**src/wwkc_pkg.sv**
```systemverilog
// Shared constants and helpers for the whole-word keyword counter.
package wwkc_pkg;

  localparam int unsigned KW_BYTES   = 8;
  localparam int unsigned KW_W       = 8 * KW_BYTES;
  localparam int unsigned LEN_W      = 4;
  localparam int unsigned REG_IDX_W  = 3;
  localparam int unsigned WORD_IDX_W = 3;
  localparam int unsigned OCC_W      = 24;
  localparam int unsigned IN_TDATA_W  = 8;
  localparam int unsigned OUT_TDATA_W = 32;

  localparam logic [7:0] CH_COMMA   = 8'h2C;
  localparam logic [7:0] CH_SPACE   = 8'h20;
  localparam logic [7:0] CH_PERIOD  = 8'h2E;
  localparam logic [7:0] CH_NEWLINE = 8'h0A;
  localparam logic [7:0] CH_NUL     = 8'h00;
  localparam logic [7:0] CH_EOF     = 8'hFF;

  typedef logic [KW_W-1:0]  kw_t;
  typedef logic [LEN_W-1:0] len_t;

  function automatic logic is_delim(input logic [7:0] b);
    return (b == CH_COMMA) || (b == CH_SPACE) || (b == CH_PERIOD) ||
           (b == CH_NEWLINE) || (b == CH_NUL) || (b == CH_EOF);
  endfunction

  // Position of the first zero byte, or eight.
  function automatic len_t kw_length(input kw_t kw);
    len_t n;
    logic done;
    n = '0;
    done = 1'b0;
    for (int i = 0; i < KW_BYTES; i++) begin
      if (!done && kw[8*i +: 8] != 8'h00) n = n + len_t'(1);
      else done = 1'b1;
    end
    return n;
  endfunction

  // Keep the low nbytes bytes of a keyword.
  function automatic kw_t kw_trim(input kw_t kw, input len_t nbytes);
    kw_t r;
    r = '0;
    for (int i = 0; i < KW_BYTES; i++) begin
      if (len_t'(i) < nbytes) r[8*i +: 8] = kw[8*i +: 8];
    end
    return r;
  endfunction

endpackage

```
**src/whole_word_keyword_counter.sv**
```systemverilog
// Whole-word keyword counter: tokenizer, keyword match, count readout.
//
//  channel   dir  beat contents
//  s_axis    in   tdata[7:0] text_byte; tlast final_byte
//  m_axis    out  tdata[2:0] word_index, [26:3] occurrences; tlast last_count
//  cfg       in   cfg_wr_en, cfg_index (keyword_a..h), cfg_data (64 b)
//
//  One text byte per cycle unless a final byte waits: a byte is held in the
//  input register, and token update, NUM_KEYWORDS keyword compares and counter
//  bumps finish in the cycle that it leaves. A final byte loads a snapshot of
//  the counts which drains at one beat per cycle while m_axis_tready is high
//  (NUM_KEYWORDS beats); a later final byte waits only while that drain runs.
//  rst is synchronous and clears keywords, counts, token and all valid flags.
module whole_word_keyword_counter #(
  parameter int unsigned NUM_KEYWORDS   = 8,
  parameter int unsigned MAX_WORD_BYTES = 8,
  parameter int unsigned COUNT_BITS     = 24
) (
  input  logic                                clk,
  input  logic                                rst,
  input  logic                                cfg_wr_en,
  input  logic [wwkc_pkg::REG_IDX_W-1:0]      cfg_index,
  input  logic [wwkc_pkg::KW_W-1:0]           cfg_data,
  input  logic                                s_axis_tvalid,
  output logic                                s_axis_tready,
  input  logic [wwkc_pkg::IN_TDATA_W-1:0]     s_axis_tdata,  // [7:0] text_byte
  input  logic                                s_axis_tlast,
  output logic                                m_axis_tvalid,
  input  logic                                m_axis_tready,
  output logic [wwkc_pkg::OUT_TDATA_W-1:0]    m_axis_tdata,  // word_index, occurrences, pad
  output logic                                m_axis_tlast
);
  import wwkc_pkg::*;

  localparam int unsigned IDX_W = (NUM_KEYWORDS > 1) ? $clog2(NUM_KEYWORDS) : 1;
  localparam logic [COUNT_BITS-1:0] COUNT_MAX = '1;
  localparam len_t MAX_LEN = len_t'(MAX_WORD_BYTES);
  localparam logic [IDX_W-1:0] LAST_IDX = IDX_W'(NUM_KEYWORDS - 1);

  typedef logic [COUNT_BITS-1:0] cnt_t;

  kw_t  keywords [NUM_KEYWORDS];
  cnt_t counts [NUM_KEYWORDS];
  cnt_t counts_next [NUM_KEYWORDS];
  cnt_t snap [NUM_KEYWORDS];

  logic       in_valid;
  logic [7:0] in_byte;
  logic       in_last;

  kw_t  token_chars, token_chars_next;
  len_t token_length, token_length_next;
  logic token_overflow, token_overflow_next;

  logic             drain_valid;
  logic [IDX_W-1:0] drain_idx;

  logic out_fire, drain_done, drain_free, advance;
  logic delim, eval_en;
  kw_t  app_chars, eval_chars;
  len_t app_length, eval_length;
  logic app_overflow, eval_overflow;
  logic [NUM_KEYWORDS-1:0] hit;
  logic [31:0] occ_wide;

  assign out_fire   = m_axis_tvalid && m_axis_tready;
  assign drain_done = out_fire && (drain_idx == LAST_IDX);
  assign drain_free = !drain_valid || drain_done;
  assign advance    = in_valid && (!in_last || drain_free);
  assign s_axis_tready = !in_valid || advance;

  // Token with the current byte appended.
  always_comb begin
    app_chars    = token_chars;
    app_length   = token_length;
    app_overflow = token_overflow;
    if (token_length < MAX_LEN) begin
      for (int i = 0; i < KW_BYTES; i++) begin
        if (len_t'(i) == token_length) app_chars[8*i +: 8] = in_byte;
      end
      app_length = token_length + len_t'(1);
    end else begin
      app_overflow = 1'b1;
    end
  end

  assign delim         = is_delim(in_byte);
  assign eval_en       = advance && (delim || in_last);
  assign eval_chars    = delim ? token_chars    : app_chars;
  assign eval_length   = delim ? token_length   : app_length;
  assign eval_overflow = delim ? token_overflow : app_overflow;

  always_comb begin
    for (int k = 0; k < NUM_KEYWORDS; k++) begin
      hit[k] = eval_en && !eval_overflow && (eval_length != '0) &&
               (kw_length(keywords[k]) == eval_length) &&
               (kw_trim(keywords[k], eval_length) == eval_chars);
      counts_next[k] = counts[k];
      if (hit[k] && counts[k] != COUNT_MAX) counts_next[k] = counts[k] + cnt_t'(1);
    end
  end

  always_comb begin
    token_chars_next    = token_chars;
    token_length_next   = token_length;
    token_overflow_next = token_overflow;
    if (advance) begin
      if (delim || in_last) begin
        token_chars_next    = '0;
        token_length_next   = '0;
        token_overflow_next = 1'b0;
      end else begin
        token_chars_next    = app_chars;
        token_length_next   = app_length;
        token_overflow_next = app_overflow;
      end
    end
  end

  always_ff @(posedge clk) begin
    if (rst) begin
      in_valid <= 1'b0;
    end else if (s_axis_tready) begin
      in_valid <= s_axis_tvalid;
    end
    if (s_axis_tready && s_axis_tvalid) begin
      in_byte <= s_axis_tdata[7:0];
      in_last <= s_axis_tlast;
    end
  end

  always_ff @(posedge clk) begin
    if (rst) begin
      token_chars    <= '0;
      token_length   <= '0;
      token_overflow <= 1'b0;
    end else begin
      token_chars    <= token_chars_next;
      token_length   <= token_length_next;
      token_overflow <= token_overflow_next;
    end
  end

  always_ff @(posedge clk) begin
    for (int k = 0; k < NUM_KEYWORDS; k++) begin
      if (rst) begin
        keywords[k] <= '0;
        counts[k]   <= '0;
      end else begin
        if (cfg_wr_en && cfg_index == REG_IDX_W'(k)) keywords[k] <= cfg_data;
        if (advance && in_last) counts[k] <= '0;
        else                    counts[k] <= counts_next[k];
      end
      if (advance && in_last) snap[k] <= counts_next[k];
    end
  end

  // Count readout, one keyword per beat.
  always_ff @(posedge clk) begin
    if (rst) begin
      drain_valid <= 1'b0;
      drain_idx   <= '0;
    end else if (advance && in_last) begin
      drain_valid <= 1'b1;
      drain_idx   <= '0;
    end else if (drain_done) begin
      drain_valid <= 1'b0;
      drain_idx   <= '0;
    end else if (out_fire) begin
      drain_idx <= drain_idx + IDX_W'(1);
    end
  end

  assign occ_wide      = 32'(snap[drain_idx]);
  assign m_axis_tvalid = drain_valid;
  assign m_axis_tlast  = (drain_idx == LAST_IDX);
  assign m_axis_tdata  = {{(OUT_TDATA_W - OCC_W - WORD_IDX_W){1'b0}},
                          occ_wide[OCC_W-1:0], WORD_IDX_W'(drain_idx)};

endmodule
```
**config.mk**
```make
export PLATFORM = sky130hd
export DESIGN_NAME = whole_word_keyword_counter
export DESIGN_NICKNAME = d
export VERILOG_FILES = /design/src/wwkc_pkg.sv /design/src/whole_word_keyword_counter.sv
export SDC_FILE = /design/constraint.sdc
export NUM_CORES = 2
export LEC_CHECK = 0
export BUFFER_PORTS_ARGS = -buffer_cell sky130_fd_sc_hd__buf_4
export CAP_MARGIN = 0
export CORE_MARGIN = 2
export CORE_UTILIZATION = 40
export DETAILED_ROUTE_END_ITERATION = 10
export MAX_ROUTING_LAYER = met4
export PLACE_DENSITY = 0.54
export SYNTH_ARGS = -nofsm -noshare
export SYNTH_HDL_FRONTEND = slang
export SYNTH_SLANG_ARGS = --single-unit
```
**constraint.sdc**
```tcl
create_clock -name clk -period 7.4 [get_ports clk]
set_input_delay 0.37 -clock clk [delete_from_list [all_inputs] [get_ports clk]]
set_output_delay 0.37 -clock clk [all_outputs]
set_load 0.02 [all_outputs]
```
==> impl_metrics.tcl <==
set metrics [dict create \
    register_area_um2 28700 \
    switchingPower_mw 4.35 \
    ys_warn_count 0 \
    synth_cell_types 119 \
    track_usage_pct 44.8 \
    drt-initial-drc-count 8436 \
    ys_ff_latch 982 \
    cts_buffers 112 \
    grt_max_degree 156 \
    cts_root_buffer "clkbuf_16" \
    setup_tns_ns 0 \
    p_int_mw 10.4 \
    p_comb_share_pct 14.2 \
    critical_path.max_stage_delay_ns 0.55 \
    antenna_found_initial 50 \
    worst_pin_slew_ns 1.45 \
    die_y_um 395 \
    slew_violations 0 \
    crit_type "reg -> reg" \
    grt_remaining_overflow 0 \
    multi_input_comb_area_um2 31600 \
    gp_congestion 1.13 \
    clock_latency_ns 0.79 \
    totalWireLength_um 348000 \
    power.density_nw_per_um2 200 \
    drcViolationCount 0 \
    slowest_stage "nor4_1" \
    power_frac_seq_pct 46.0 \
    syn_inst 5903 \
    fin_util_pct 48.7 \
    rsz0062_at_grt "no" \
    first_pass_iters 8 \
    start_util_pct 40.2 \
    hold_ws_ns 0.0177 \
    finalNetCount 6805 \
    synth_top_family_by_area "simple AND/OR/NAND/NOR gates" \
    drive_gt1_share_pct 18.6 \
    vias_per_cell 6.44 \
    fp.coreArea_um2 152000 \
    cts_tree "done" \
    hpwl_um 274000 \
    die_w_um 395 \
    ioPinCount 116 \
    status "complete, no violations" \
    grt_pass1_wl_um 462000 \
    synth_xor_area_share_pct 5.72 \
    synth_edf_count 905 \
    cts_max_path_buffers 3 \
    min_period_over_period_pct 98.2 \
    synth.avg_cell_area_um2 10.3 \
    worstHoldPathType "in -> reg" \
    yosys.area_share.simple_pct 23.0 \
    power_frac_clock_pct 39.8 \
    grt_pass1_vias 52300 \
    syn_area_um2 61000 \
    cts.sinks 982 \
    fillers 14000 \
    relSlewSlack_pct 2.49 \
    cp_top_family "simple AND/OR/NAND/NOR gates" \
    skew_ns 0.0647 \
    clk_pin_slew_ns 0.06 \
    final_antenna_net_count 0 \
    synth_mux_area_share_pct 6.68 \
    cp_common_cell "ha_1" \
    synth-compound-area-share_pct 13.2 \
    htreeDepth 3 \
    fp-row-count 143 \
    fmaxAchievable_mhz 138 \
    swShare_pct 29.5 \
    worst-path-buf-inv 3 \
    cp.arrival_ns 7.91 \
    design.die.area_um2 156000 \
    timing.final.crit_period_ns 7.27 \
    wire_per_inst_um 39.5 \
    leakage_nw 27.4 \
    synth-adder-area-share_pct 1.11 \
    port_buffers 110 \
    cap_violations 0 \
    vias 56900 \
    final_hold_viol_count 0 \
    ys_seq_area_share_pct 47.1 \
    vdd_drop_max_v 0.000197 \
    critical_path.startpoint_type "register" \
    end_kind "register" \
    path_max_fanout 11 \
    cp.required_ns 8.04 \
    synthFlopType "edfxtp_1" \
    async_flop_share_pct 0 \
    layout-area-overhead-vs-synth_pct 21.1 \
    setup_viol 0 \
]
[power by group through the flow]
| stage | Combinational (mW) | Clock (mW) | Sequential [mW] |
|---|---|---|---|
| final | 2.09 | 5.88 | 6.79 |
| after global routing | 2.11 | 6.11 | 6.80 |
| after CTS | 2.00 | 5.91 | 6.77 |
| after detailed placement | 1.96 | 0 | 6.88 |
| after global placement | 1.96 | 0 | 6.87 |
| after floorplan | 0.907 | 0 | 6.69 |
[cells in the mapped netlist (28+ instances only)]
master	instances	area [µm²]
edfxtp_1	905	27200
and2_1	623	3900
nand2_1	398	1490
nor2_1	390	1460
clkbuf_1	243	912
xnor2_1	242	2120
a21oi_1	205	1030
nand3_1	199	996
o21ai_0	192	961
mux2i_1	189	1890
nor4_1	158	988
xor2_1	144	1260
and3_1	108	676
inv_1	107	402
nand4_1	104	651
or3_1	98	613
nor3_1	89	445
mux2_2	88	991
o22ai_1	80	500
dfxtp_1	77	1540
o211ai_1	76	571
a31oi_1	69	432
a32oi_1	68	596
buf_2	67	335
or4_1	60	450
nand2b_1	57	357
ha_1	54	676
a22oi_1	53	398
mux4_2	48	1080
and4_1	45	394
nor4b_1	42	368
o2111ai_1	33	289
a21o_1	31	233
a211oi_1	28	210
[metrics by stage]
stage	instances	worst slack [ns]	total power, mW	instance area (µm²)
after floorplan	6098	1.03	7.60	61700
final	8831	0.130	14.8	73900
after global routing	8823	0.00550	15.0	73900
after CTS	8794	0.272	14.7	73700
after detailed placement	8524	0.319	8.84	69300
after global placement	8524	0.178	8.84	69300
[metal layers]
layer | global-route usage (%) | part of all wire, %
met1 | 54.7 | 38
met2 | 65.8 | 43
met3 | 10.4 | 10
met4 | 31.1 | 8.6
met5 | - | 0
[sequential cells by signal, summed over array words and instances (netlist names), named ones only]
signal,cells
snap,192
token_overflow,1
keywords,512
token_length,4
drain_idx,3
m_axis_tvalid,1
in_valid,1
counts,192
in_last,1
token_chars,64
in_byte,8
[worst paths after layout]
path | from | endpoint | slack (ns) | cells past startpoint
worst min-delay path | cfg_data[31] | keywords[1][223] | 0.02 | 2
worst max-delay path | keywords[1][209] | counts[1][83] | 0.13 | 26
worst max register to register | keywords[1][209] | counts[1][83] | 0.13 | 26
worst min register to register | token_overflow | token_overflow | 0.48 | 2
[cell usage in the layout, fill, tap and decap left out, types with 142 or more instances in the layout]
cell type    n
edfxtp_1   905
buf_4      728
and2_1     623
nand2_1    397
nor2_1     377
xnor2_1    242
a21oi_1    202
nand3_1    197
conb_1     197
o21ai_0    189
mux2i_1    166
nor4_1     150
xor2_1     142
[worst register-to-register path, cell delays in order (launching register included)]
cell	delay, ns
edfxtp_1	0.41
nor4_1	0.55
and3_1	0.41
a21boi_0	0.34
ha_1	0.43
nor2_1	0.12
nor2_1	0.06
ha_1	0.33
mux2i_1	0.08
a31oi_1	0.32
ha_1	0.32
mux2_2	0.28
ha_1	0.32
mux2i_1	0.35
a21oi_1	0.16
ha_1	0.32
and3_1	0.19
nor4_1	0.28
nand4_1	0.18
nor4_1	0.34
nand4b_1	0.15
buf_4	0.21
nor3b_4	0.21
buf_12	0.18
buf_4	0.16
and4_1	0.24
mux2i_1	0.21
[timing repair]
| item | in CTS | in global routing |
|---|---|---|
| resized for setup | 0 | 14 |
| endpoints found under the setup margin | 0 | 50 |
| hold endpoints to repair | 315 | 0 |
| buffers inserted | 0 | 1 |
| hold buffers | 61 | 0 |
[cell type report]
| class | instances | share of cell area [%] |
|---|---|---|
| Antenna cell | 36 | 0.122 |
| Clock buffer | 131 | 3.99 |
| Clock inverter | 78 | 1.17 |
| Inverter | 109 | 0.554 |
| Multi-Input combinational cell | 4645 | 42.8 |
| Sequential cell | 982 | 38.9 |
| Tap cell | 2030 | 3.44 |
| Timing Repair Buffer | 820 | 9.06 |
[cells by family after synthesis]
group	after synthesis
DFF	982
muxes	333
and+or+nand+nor	2521
other	2
adders and majority gates	54
buffers and inverters	471
AOI/OAI and AO/OA	1149
xor gates and xnor gates	391
Note: power is estimated with default switching activity, not from simulation.
